## src/rtl/core/spq_pkg.sv

```systemverilog
// Shared types and constants of the sorted priority queue.
// Used by spq_engine and sorted_priority_queue_top; depends on nothing.
`timescale 1ns / 1ps
`default_nettype none

package spq_pkg;

   localparam int DEPTH_DEFAULT = 16;

   localparam logic [4:0] CAPACITY_RESET = 5'd10;

   localparam logic OPCODE_INSERT = 1'b0;
   localparam logic OPCODE_REMOVE = 1'b1;

   localparam logic [1:0] STATUS_INSERTED = 2'd0;
   localparam logic [1:0] STATUS_FULL     = 2'd1;
   localparam logic [1:0] STATUS_REMOVED  = 2'd2;
   localparam logic [1:0] STATUS_EMPTY    = 2'd3;

   typedef struct packed {
      logic        opcode;
      logic [15:0] payload_in;
      logic [7:0]  priority_in;
   } req_type;

   typedef struct packed {
      logic [1:0]  status;
      logic [15:0] payload_out;
      logic [7:0]  priority_out;
      logic [4:0]  entry_count;
   } rsp_type;

   typedef struct packed {
      logic [15:0] payload;
      logic [7:0]  priority_val;
   } entry_type;

endpackage

`default_nettype wire

```

## src/rtl/core/spq_engine.sv

```systemverilog
// Sequencer, entry memory and single priority comparator of the queue.
// Depends on spq_pkg; instantiated by sorted_priority_queue_top.
`timescale 1ns / 1ps
`default_nettype none

module spq_engine #(
   parameter int DEPTH = spq_pkg::DEPTH_DEFAULT
) (
   input  wire logic            clock,
   input  wire logic            reset,
   input  wire logic            start,
   input  wire spq_pkg::req_type req,
   input  wire logic [4:0]      limit,
   input  wire logic            take,
   output logic                 ready,
   output logic                 res_valid,
   output spq_pkg::rsp_type     result
);

   localparam int ADDR_W = $clog2(DEPTH);
   localparam int CNT_W  = $clog2(DEPTH + 1);
   localparam int CMP_W  = (CNT_W > 5) ? CNT_W : 5;

   localparam logic [2:0] ST_IDLE  = 3'd0;
   localparam logic [2:0] ST_SCAN  = 3'd1;
   localparam logic [2:0] ST_PLACE = 3'd2;
   localparam logic [2:0] ST_READ  = 3'd3;
   localparam logic [2:0] ST_DONE  = 3'd4;

   logic [2:0]         state_ff, state_in;
   logic [CNT_W-1:0]   count_ff, count_in;
   logic [CNT_W-1:0]   pos_ff, pos_in;
   spq_pkg::req_type   item_ff, item_in;
   spq_pkg::rsp_type   result_ff, result_in;
   spq_pkg::entry_type rd_data_ff;
   spq_pkg::entry_type mem [DEPTH];

   logic               wr_en;
   logic [ADDR_W-1:0]  wr_addr;
   spq_pkg::entry_type wr_data;
   logic               rd_en;
   logic [ADDR_W-1:0]  rd_addr;

   logic [CNT_W-1:0]   count_m1, count_p1, pos_m1, pos_m2;
   logic               full;
   spq_pkg::entry_type new_entry;

   assign count_m1 = count_ff - CNT_W'(1);
   assign count_p1 = count_ff + CNT_W'(1);
   assign pos_m1   = pos_ff - CNT_W'(1);
   assign pos_m2   = pos_ff - CNT_W'(2);

   assign full = (CMP_W'(count_ff) >= CMP_W'(limit)) ||
                 (CMP_W'(count_ff) >= CMP_W'(DEPTH));

   assign new_entry.payload      = item_ff.payload_in;
   assign new_entry.priority_val = item_ff.priority_in;

   assign ready     = (state_ff == ST_IDLE);
   assign res_valid = (state_ff == ST_DONE);
   assign result    = result_ff;

   always_comb begin
      state_in  = state_ff;
      count_in  = count_ff;
      pos_in    = pos_ff;
      item_in   = item_ff;
      result_in = result_ff;
      wr_en     = 1'b0;
      wr_addr   = pos_ff[ADDR_W-1:0];
      wr_data   = new_entry;
      rd_en     = 1'b0;
      rd_addr   = count_m1[ADDR_W-1:0];
      case (state_ff)
         ST_IDLE: begin
            if (start) begin
               item_in                = req;
               result_in.payload_out  = '0;
               result_in.priority_out = '0;
               result_in.entry_count  = 5'(count_ff);
               if (req.opcode == spq_pkg::OPCODE_INSERT) begin
                  if (full) begin
                     result_in.status = spq_pkg::STATUS_FULL;
                     state_in         = ST_DONE;
                  end else if (count_ff == '0) begin
                     // empty queue: place directly into slot zero
                     wr_en                = 1'b1;
                     wr_addr              = '0;
                     wr_data.payload      = req.payload_in;
                     wr_data.priority_val = req.priority_in;
                     count_in             = count_p1;
                     result_in.status     = spq_pkg::STATUS_INSERTED;
                     result_in.entry_count = 5'(count_p1);
                     state_in             = ST_DONE;
                  end else begin
                     pos_in   = count_ff;
                     rd_en    = 1'b1;
                     state_in = ST_SCAN;
                  end
               end else begin
                  if (count_ff == '0) begin
                     result_in.status = spq_pkg::STATUS_EMPTY;
                     state_in         = ST_DONE;
                  end else begin
                     rd_en    = 1'b1;
                     state_in = ST_READ;
                  end
               end
            end
         end
         ST_SCAN: begin
            // rd_data_ff holds the slot just below pos
            if (rd_data_ff.priority_val > item_ff.priority_in) begin
               wr_en   = 1'b1;
               wr_data = rd_data_ff;
               pos_in  = pos_m1;
               if (pos_m1 == '0) begin
                  state_in = ST_PLACE;
               end else begin
                  rd_en   = 1'b1;
                  rd_addr = pos_m2[ADDR_W-1:0];
               end
            end else begin
               wr_en                 = 1'b1;
               count_in              = count_p1;
               result_in.status      = spq_pkg::STATUS_INSERTED;
               result_in.entry_count = 5'(count_p1);
               state_in              = ST_DONE;
            end
         end
         ST_PLACE: begin
            wr_en                 = 1'b1;
            count_in              = count_p1;
            result_in.status      = spq_pkg::STATUS_INSERTED;
            result_in.entry_count = 5'(count_p1);
            state_in              = ST_DONE;
         end
         ST_READ: begin
            count_in               = count_m1;
            result_in.status       = spq_pkg::STATUS_REMOVED;
            result_in.payload_out  = rd_data_ff.payload;
            result_in.priority_out = rd_data_ff.priority_val;
            result_in.entry_count  = 5'(count_m1);
            state_in               = ST_DONE;
         end
         ST_DONE: begin
            if (take) begin
               state_in = ST_IDLE;
            end
         end
         default: begin
            state_in = ST_IDLE;
         end
      endcase
   end

   always_ff @(posedge clock) begin
      if (reset) begin
         state_ff <= ST_IDLE;
         count_ff <= '0;
      end else begin
         state_ff <= state_in;
         count_ff <= count_in;
      end
   end

   always_ff @(posedge clock) begin
      pos_ff    <= pos_in;
      item_ff   <= item_in;
      result_ff <= result_in;
   end

   always_ff @(posedge clock) begin
      if (wr_en) begin
         mem[wr_addr] <= wr_data;
      end
      if (rd_en) begin
         rd_data_ff <= mem[rd_addr];
      end
   end

   a_count_bound: assert property (@(posedge clock) disable iff (reset)
      CMP_W'(count_ff) <= CMP_W'(DEPTH))
      else $error("stored count above depth");

   a_scan_pos: assert property (@(posedge clock) disable iff (reset)
      (state_ff == ST_SCAN) |-> (pos_ff != '0 && pos_ff <= count_ff))
      else $error("scan position out of range");

   a_full_keeps_count: assert property (@(posedge clock) disable iff (reset)
      (state_ff == ST_IDLE && start && req.opcode == spq_pkg::OPCODE_INSERT && full)
      |=> (count_ff == $past(count_ff)))
      else $error("refused insert changed the count");

   a_result_count: assert property (@(posedge clock) disable iff (reset)
      (state_ff == ST_DONE) |-> (result_ff.entry_count == 5'(count_ff)))
      else $error("reported count differs from stored count");

endmodule

`default_nettype wire

```

## src/rtl/core/sorted_priority_queue_top.sv

```systemverilog
// Sorted priority queue: a memory of up to DEPTH entries kept in ascending
// priority order. An insert walks down from the top slot, moving one entry up
// per cycle through a single memory read/write pair and one priority
// comparator, until it finds an entry of equal or lower priority; if it
// reaches slot zero, a separate place step writes the new entry. A remove
// reads the top slot before its result; a refused insert, an insert into an
// empty queue and a remove from an empty queue go straight to the result. The
// queue takes one request at a time and stalls the request side until its
// result has moved into the output register. There is no clearing pass after
// reset: only slots below the count are ever read.
// Depends on spq_pkg and spq_engine.
`timescale 1ns / 1ps
`default_nettype none

module sorted_priority_queue_top #(
   parameter int DEPTH = spq_pkg::DEPTH_DEFAULT
) (
   input  wire logic             clock,
   input  wire logic             reset,
   input  wire logic             req_valid,
   output logic                  req_stall,
   input  wire spq_pkg::req_type req_data,
   output logic                  rsp_valid,
   input  wire logic             rsp_stall,
   output spq_pkg::rsp_type      rsp_data,
   input  wire logic             csr_write_enable,
   input  wire logic [4:0]       csr_write_data
);

   logic [4:0]       limit_ff, limit_in;
   logic             rsp_valid_ff, rsp_valid_in;
   spq_pkg::rsp_type rsp_data_ff;

   logic             ready;
   logic             res_valid;
   spq_pkg::rsp_type result;
   logic             start;
   logic             take;

   assign req_stall = !ready;
   assign start     = req_valid && ready;
   // move a finished result when the output register is free or draining
   assign take      = res_valid && (!rsp_valid_ff || !rsp_stall);

   assign limit_in = csr_write_enable ? csr_write_data : limit_ff;

   always_comb begin
      rsp_valid_in = rsp_valid_ff;
      if (take) begin
         rsp_valid_in = 1'b1;
      end else if (!rsp_stall) begin
         rsp_valid_in = 1'b0;
      end
   end

   always_ff @(posedge clock) begin
      if (reset) begin
         limit_ff     <= spq_pkg::CAPACITY_RESET;
         rsp_valid_ff <= 1'b0;
      end else begin
         limit_ff     <= limit_in;
         rsp_valid_ff <= rsp_valid_in;
      end
   end

   always_ff @(posedge clock) begin
      if (take) begin
         rsp_data_ff <= result;
      end
   end

   assign rsp_valid = rsp_valid_ff;
   assign rsp_data  = rsp_data_ff;

   spq_engine #(
      .DEPTH (DEPTH)
   ) u_engine (
      .clock     (clock),
      .reset     (reset),
      .start     (start),
      .req       (req_data),
      .limit     (limit_ff),
      .take      (take),
      .ready     (ready),
      .res_valid (res_valid),
      .result    (result)
   );

endmodule

`default_nettype wire

```

## config.mk

```make
export PLATFORM = sky130hd
export DESIGN_NAME = sorted_priority_queue_top
export DESIGN_NICKNAME = d
export VERILOG_FILES = /design/src/rtl/core/spq_pkg.sv /design/src/rtl/core/spq_engine.sv /design/src/rtl/core/sorted_priority_queue_top.sv
export SDC_FILE = /design/constraint.sdc
export NUM_CORES = 1
export LEC_CHECK = 0
export BUFFER_PORTS_ARGS = -buffer_cell sky130_fd_sc_hd__buf_2
export CAP_MARGIN = 10
export CORE_ASPECT_RATIO = 1.2
export CORE_UTILIZATION = 65
export CTS_BUF_LIST = sky130_fd_sc_hd__clkbuf_8
export DETAILED_ROUTE_END_ITERATION = 10
export GPL_ROUTABILITY_DRIVEN = 1
export PLACE_DENSITY = 0.83
export SYNTH_ARGS = -nofsm -noshare
export SYNTH_HDL_FRONTEND = slang
export SYNTH_SLANG_ARGS = --single-unit
```

## constraint.sdc

```tcl
create_clock -name clock -period 6.16 [get_ports clock]
set_clock_uncertainty 0.2 [all_clocks]
set_input_delay 0.616 -clock clock [delete_from_list [all_inputs] [get_ports clock]]
set_output_delay 0.616 -clock clock [all_outputs]
set_load 0.01 [all_outputs]
```

==> results of run 1 <==
==> kinds of logic (layout without fill, tap and decap cells) <==
logic type	Yosys count	after routing	share of synthesized area, %
AND/OR/NAND/NOR	146	146	3.994
adder cells (fa/ha/maj)	20	20	1.238
multiplexers	199	199	9.858
buffers and inverters	106	323	2.334
flip-flops	513	513	75.55
AO/OA/AOI/OAI	205	205	6.421
XOR/XNOR	14	14	0.6069
==> layout make-up <==
type / count / share of cell area, %
clock buffers: 79 / 4.743
clock inverters: 57 / 1.184
repair buffers: 143 / 4.432
well taps: 396 / 2.161
inverters: 44 / 0.7205
flip-flops and latches: 513 / 66.59
multi-input cells: 584 / 20.17
==> metal layers <==
metal	GRT usage [%]	vias to the layer above
met5	0	-
met4	17.48	0
met3	5.714	165
met2	48.04	733
met1	37.56	5795
li1	-	5085
==> cells in the mapped netlist (20+ instances only) <==
cell      number  area share (%)
o22ai_1       99             3.1
ha_1          20             1.2
a21oi_1       21            0.52
o21ai_0       31            0.77
clkbuf_1      32            0.59
and2_1        25            0.77
edfxtp_1     499              74
mux2i_1      199             9.9
or4_1         24            0.89
inv_1         43            0.80
nor2_1        33            0.61
a22oi_1       24            0.89
==> power breakdown <==
part           total, uW  internal [uW]  leakage (uW)  switching, uW
sequential          5350           5090       0.00470            261
clock               2470           1240      0.000829           1240
combinational       3930           1310       0.00236           2620
total              11800           7630       0.00789           4120
==> worst max path at each step <==
stage | cells past startpoint | slack (ps) | startpoint | end
2_1_floorplan | 6 | 1990 | u_engine.state_ff[0]$_SDFFE_PP0P_ | u_engine.mem[5][0]$_DFFE_PP_
3_3_place_gp | 11 | 1600 | u_engine.pos_ff[1]$_DFFE_PP_ | u_engine.rd_data_ff[4]$_DFFE_PP_
3_5_place_dp | 11 | 1450 | u_engine.pos_ff[1]$_DFFE_PP_ | u_engine.rd_data_ff[3]$_DFFE_PP_
4_1_cts | 11 | 1380 | u_engine.pos_ff[1]$_DFFE_PP_ | u_engine.rd_data_ff[13]$_DFFE_PP_
5_1_grt | 11 | 1070 | u_engine.pos_ff[1]$_DFFE_PP_ | u_engine.rd_data_ff[22]$_DFFE_PP_
6_report | 11 | 1300 | u_engine.pos_ff[1]$_DFFE_PP_ | u_engine.rd_data_ff[13]$_DFFE_PP_
==> worst max-delay path, delay by kind of cell, from the launching register on <==
kind,cells,cell delay (ps)
AOI/OAI and AO/OA,3,720
adders and majority gates,1,390
DFF,1,580
muxes,2,960
buffers and inverters,2,860
and+or+nand+nor,2,640
xor gates and xnor gates,1,170
==> sequential cells by signal, indices dropped and copies added (netlist names) <==
register and count:
limit_ff 5, rsp_data 31, rsp_valid 1, u_engine.count_ff 5, u_engine.item_ff 24, u_engine.mem 384, u_engine.pos_ff 5, u_engine.rd_data_ff 24
u_engine.result 31, u_engine.state_ff 3
==> through the flow <==
step                instance area, sq um  hold slack [ps]  util, %  setup WS (ps)
floorplan                          20210            200.3        -           1986
CTS                                22880            3.281    74.85           1380
detailed placement                 21280            204.5    69.62           1450
global route                       22920            13.70    74.99           1070
global placement                   21280            201.4    69.62           1604
finish                             22920            13.71    74.99           1304
==> flow_summary.json, run 1 <==
{
  "crit_path_cell_trace": "clkinv_1 > ha_1 > a21boi_2 > xnor2_1 > nand4b_2 > o211a_1 > mux2i_4 > buf_12 > mux2i_1 > o22ai_1 > or4_1",
  "drc": 0,
  "most-common-layout-cells": "edfxtp_1 (499), mux2i_1 (198), o22ai_1 (99)",
  "seqCellArea_sq_um": 15260,
  "rrSetupSlack_ps": 1300,
  "arrival_ps": 5010,
  "ant_nets": 0,
  "grt_pass1_wl_mm": 67.81,
  "cts_tree": "done",
  "syn_nets": 1258,
  "crit_type": "register to register",
  "syn_to_final_growth_pct": 13.45,
  "crit_fanout": 59,
  "tightest_slew_ps": 1119,
  "vias": 11780,
  "rr_endpoint": "u_engine.rd_data_ff[13]$_DFFE_PP_",
  "final-setup-viol-count": 0,
  "clock_sinks": 513,
  "rows": 70,
  "r2r-start": "u_engine.pos_ff[1]$_DFFE_PP_",
  "h-tree-depth": 3,
  "post_cts_buffers": 0,
  "start_util_pct": 66.10,
  "drive_gt1_share_pct": 17.25,
  "gp_congestion": 0.9109,
  "cap_violations": 0,
  "antenna_found_initial": 0,
  "wl_per_cell_um": 25.52,
  "hpwl_mm": 24.41,
  "clockBufferDepth": 3,
  "whs_path_depth": 3,
  "grt_max_degree": 60,
  "nets": 1416,
  "vdd_drop_max_v": 0.0003797,
  "leakage_uw": 0.007886,
  "drv_slew": 0,
  "grt_setup_unrepaired": "no",
  "worst-endpoint-required_ps": 6310,
  "antenna_cells": 0,
  "min_path_type": "primary input to register",
  "dr.pass1.iters": 6,
  "cts_root_buffer": "clkbuf_8",
  "status": "finished clean",
  "grtUsageTotal_pct": 29.72,
  "die_h_um": 195.1,
  "cp-start-kind": "register",
  "min_period_ps": 4856,
  "synth_seq_area_share_pct": 75.55,
  "crit_slowest_cell": "mux2i_4",
  "synthArstFlopShare_pct": 0,
  "wl_mm": 46.35,
  "multi_input_area_sq_um": 4623,
  "critical_path.endpoint_type": "register",
  "postSynthCellCount": 1203,
  "ys_types": 45,
  "final_common_cell": "edfxtp_1",
  "powerDensity_nw_per_um2": 512.9,
  "fin_setup_tns_ps": 0,
  "synth_flop_cell": "edfxtp_1",
  "wl_met1_mm": 17.14,
  "period_share_pct": 78.83,
  "dp_cells": 1652,
  "core_area_sq_um": 30570,
  "vias_per_cell": 6.486,
  "synth_enable_flop_cells": 499,
  "yosys_warnings": 0,
  "fill_cells": 1706,
  "hold_violations": 0,
  "wl_met3_mm": 4.396,
  "syn_area_sq_um": 20210,
  "clk_pin_slew_worst_paths_ps": 60,
  "cpPeakStageDelay_ps": 630,
  "ys_seq_elements": 513,
  "fin_total_pwr_uw": 11760,
  "min_to": "limit_ff[3]$_SDFFE_PP1P_",
  "top_layer": "met4",
  "grt_pass1_vias": 11710,
  "ioPinCount": 68,
  "numCtsBuffers": 75,
  "port_buffers": 67,
  "clk_latency_ps": 630,
  "grt-ovfl-total": 0,
  "holdCritStartpoint": "csr_write_data[3]",
  "die_area_sq_um": 31800,
  "drt_iter0_markers": 1344,
  "met2_length_mm": 22.51,
  "maxSlewHeadroom_pct": 24.93,
  "post_cts_resized": 0,
  "reg2reg_depth": 11,
  "postCtsHoldBufs": 24,
  "die_w_um": 163.0,
  "layoutNonFillerInstCount": 1816,
  "syn_avg_cell_area_sq_um": 16.80,
  "max_freq_ghz": 0.2059
}
No activity file was read; power rests on OpenSTA's default activity.
==> run 2: changes to the inputs <==
--- a/config.mk
+++ b/config.mk
@@ -8,11 +8,11 @@
 export BUFFER_PORTS_ARGS = -buffer_cell sky130_fd_sc_hd__buf_2
 export CAP_MARGIN = 10
 export CORE_ASPECT_RATIO = 1.2
-export CORE_UTILIZATION = 65
+export CORE_UTILIZATION = 58
 export CTS_BUF_LIST = sky130_fd_sc_hd__clkbuf_8
 export DETAILED_ROUTE_END_ITERATION = 10
 export GPL_ROUTABILITY_DRIVEN = 1
-export PLACE_DENSITY = 0.83
+export PLACE_DENSITY = 0.78
 export SYNTH_ARGS = -nofsm -noshare
 export SYNTH_HDL_FRONTEND = slang
 export SYNTH_SLANG_ARGS = --single-unit
==> constraint.sdc (replaced) <==
create_clock -name clock -period 4.4 [get_ports clock]
set_clock_uncertainty 0.2 [all_clocks]
set_input_delay 0.44 -clock clock [delete_from_list [all_inputs] [get_ports clock]]
set_output_delay 0.44 -clock clock [all_outputs]
set_load 0.01 [all_outputs]
==> flow_summary.json, run 2 (synthesis gave the netlist of run 1 again) <==
{
  "dr.pass1.iters": 5,
  "crit_path_cell_trace": "inv_1 > ha_1 > nand2b_1 > a21oi_1 > o211ai_1 > a21oi_1 > a21oi_1 > nor2_2 > buf_12 > o21ai_0 > buf_2",
  "cp-start-kind": "register",
  "min_period_ps": 4022,
  "die_area_sq_um": 35590,
  "min_path_type": "primary input to register",
  "fin_ws_ps": 378.2,
  "final_common_cell": "edfxtp_1",
  "fill_cells": 2156,
  "drc": 0,
  "crit_top_cell": "a21oi_1",
  "core_area_sq_um": 34170,
  "ioPinCount": 68,
  "p_clk_share_pct": 19.9,
  "final-setup-viol-count": 0,
  "most-common-layout-cells": "edfxtp_1 (499), mux2i_1 (198), o22ai_1 (99)",
  "hold_violations": 0,
  "period_share_pct": 91.40,
  "r2r-start": "u_engine.count_ff[0]$_SDFFE_PP0P_",
  "reg2reg_depth": 11,
  "port_buffers": 67,
  "clk_latency_ps": 620,
  "vias_per_cell": 6.119,
  "multi_input_area_sq_um": 4618,
  "cts_tree": "done",
  "grt_pass1_vias": 11590,
  "holdWs_ps": 33.88,
  "crit_fanout": 14,
  "die_w_um": 172.4,
  "grt_pass1_wl_mm": 68.97,
  "cpPeakStageDelay_ps": 710,
  "largest_register_ffs": 384,
  "powerDensity_nw_per_um2": 710.7,
  "p_seq_share_pct": 44.4,
  "drv_slew": 0,
  "path_buf_inv": 3,
  "comb_power_share_pct": 35.6,
  "cts_root_buffer": "clkbuf_8",
  "antenna_cells": 0,
  "h-tree-depth": 3,
  "post_cts_resized": 0,
  "hpwl_mm": 26.57,
  "cp_top_family": "compound AO/OA/AOI/OAI gates",
  "seqCellArea_sq_um": 15260,
  "p_switching_uw": 5833,
  "drive_gt1_share_pct": 18.21,
  "rrSetupSlack_ps": 380,
  "wl_per_cell_um": 24.89,
  "cap_violations": 0,
  "numCtsBuffers": 73,
  "syn_to_final_growth_pct": 15.62,
  "pre_cts_ws_ps": 468.8,
  "wl_mm": 47.71,
  "clockBufferDepth": 3,
  "largest-register": "u_engine.mem",
  "switching_share_pct": 35.13,
  "grt-ovfl-total": 0,
  "gp_congestion": 0.8393,
  "arrival_ps": 4160,
  "rows": 74,
  "max_freq_ghz": 0.2486,
  "fin_total_pwr_uw": 16600,
  "drt_iter0_markers": 1353,
  "die_h_um": 206.5,
  "status": "finished clean",
  "grt_setup_unrepaired": "no",
  "grtUsageTotal_pct": 27.43,
  "fin_setup_tns_ps": 0,
  "p_int_uw": 10770,
  "start_util_pct": 59.14,
  "startpoint": "u_engine.count_ff[0]$_SDFFE_PP0P_",
  "grt_max_degree": 45,
  "critical_path.endpoint_type": "register",
  "ant_nets": 0,
  "clk_pin_slew_worst_paths_ps": 70,
  "vdd_drop_max_v": 0.0003833,
  "post_cts_buffers": 0,
  "rr_endpoint": "u_engine.mem[9][0]$_DFFE_PP_",
  "tightest_slew_ps": 1104,
  "maxSlewHeadroom_pct": 25.92,
  "crit_cells": 11,
  "nets": 1458,
  "antenna_found_initial": 0,
  "worst-endpoint-required_ps": 4540,
  "clock_sinks": 513,
  "vias": 11730,
  "crit_slowest_cell": "nor2_2",
  "leakage_uw": 0.008005,
  "crit_type": "register to register",
  "endpoint": "u_engine.mem[9][0]$_DFFE_PP_"
}
-- run 2: worst min-delay path by stage --
stage                                      startpoint                           endpoint  slack (ps)  cells after the start
floorplan                u_engine.result[0]$_DFFE_PP_              rsp_data[0]$_DFFE_PP_         200                      0
global placement         u_engine.result[1]$_DFFE_PP_              rsp_data[1]$_DFFE_PP_         200                      0
detailed placement  u_engine.result[14]$_SDFFCE_PN0P_             rsp_data[14]$_DFFE_PP_         210                      0
CTS                                      req_data[24]  u_engine.state_ff[1]$_SDFFE_PP0P_          20                      3
global route                             req_data[24]  u_engine.state_ff[1]$_SDFFE_PP0P_          60                      3
finish                                   req_data[24]  u_engine.state_ff[1]$_SDFFE_PP0P_          30                      3
-- run 2: layout make-up --
type	count	area share, %
tap	456	2.442
clock inverter	60	1.152
inverter	44	0.7070
sequential	513	65.34
timing repair buffer	187	6.288
clock buffer	73	4.301
multi-input combinational	584	19.77
-- run 2: per-stage QoR --
step / cells / area [sq um] / utilization, %
floorplan: 1203 / 20210 / -
global placement: 1728 / 21560 / 63.10
detailed placement: 1740 / 21630 / 63.32
CTS: 1915 / 23330 / 68.27
global route: 1917 / 23360 / 68.38
finish: 1917 / 23360 / 68.38
-- run 2: power groups by stage --
stage | Sequential (uW) | Clock (uW) | Combinational [uW]
2_1_floorplan | 7440 | 0 | 3500
3_3_place_gp | 7480 | 0 | 5480
3_5_place_dp | 7480 | 0 | 5730
4_1_cts | 7390 | 3340 | 5790
5_1_grt | 7440 | 3530 | 6280
6_report | 7380 | 3310 | 5910
-- run 2: tightest hold or removal path, stage by stage --
cell and delay, ps:
buf_2 140, o211ai_1 100, a2111oi_0 100
-- run 2: repair_timing --
item	in CTS	in global routing
endpoints found under the setup margin	0	0
hold endpoints to repair	35	0
hold buffers	42	0
-- run 2: per-layer routing --
layer	track usage, %	wire [um]	up-vias
met2	45.41	23420	646
met3	5.381	4486	131
met1	34.86	17880	5786
li1	-	-	5168
met4	12.83	1922	0
met5	0	0	-
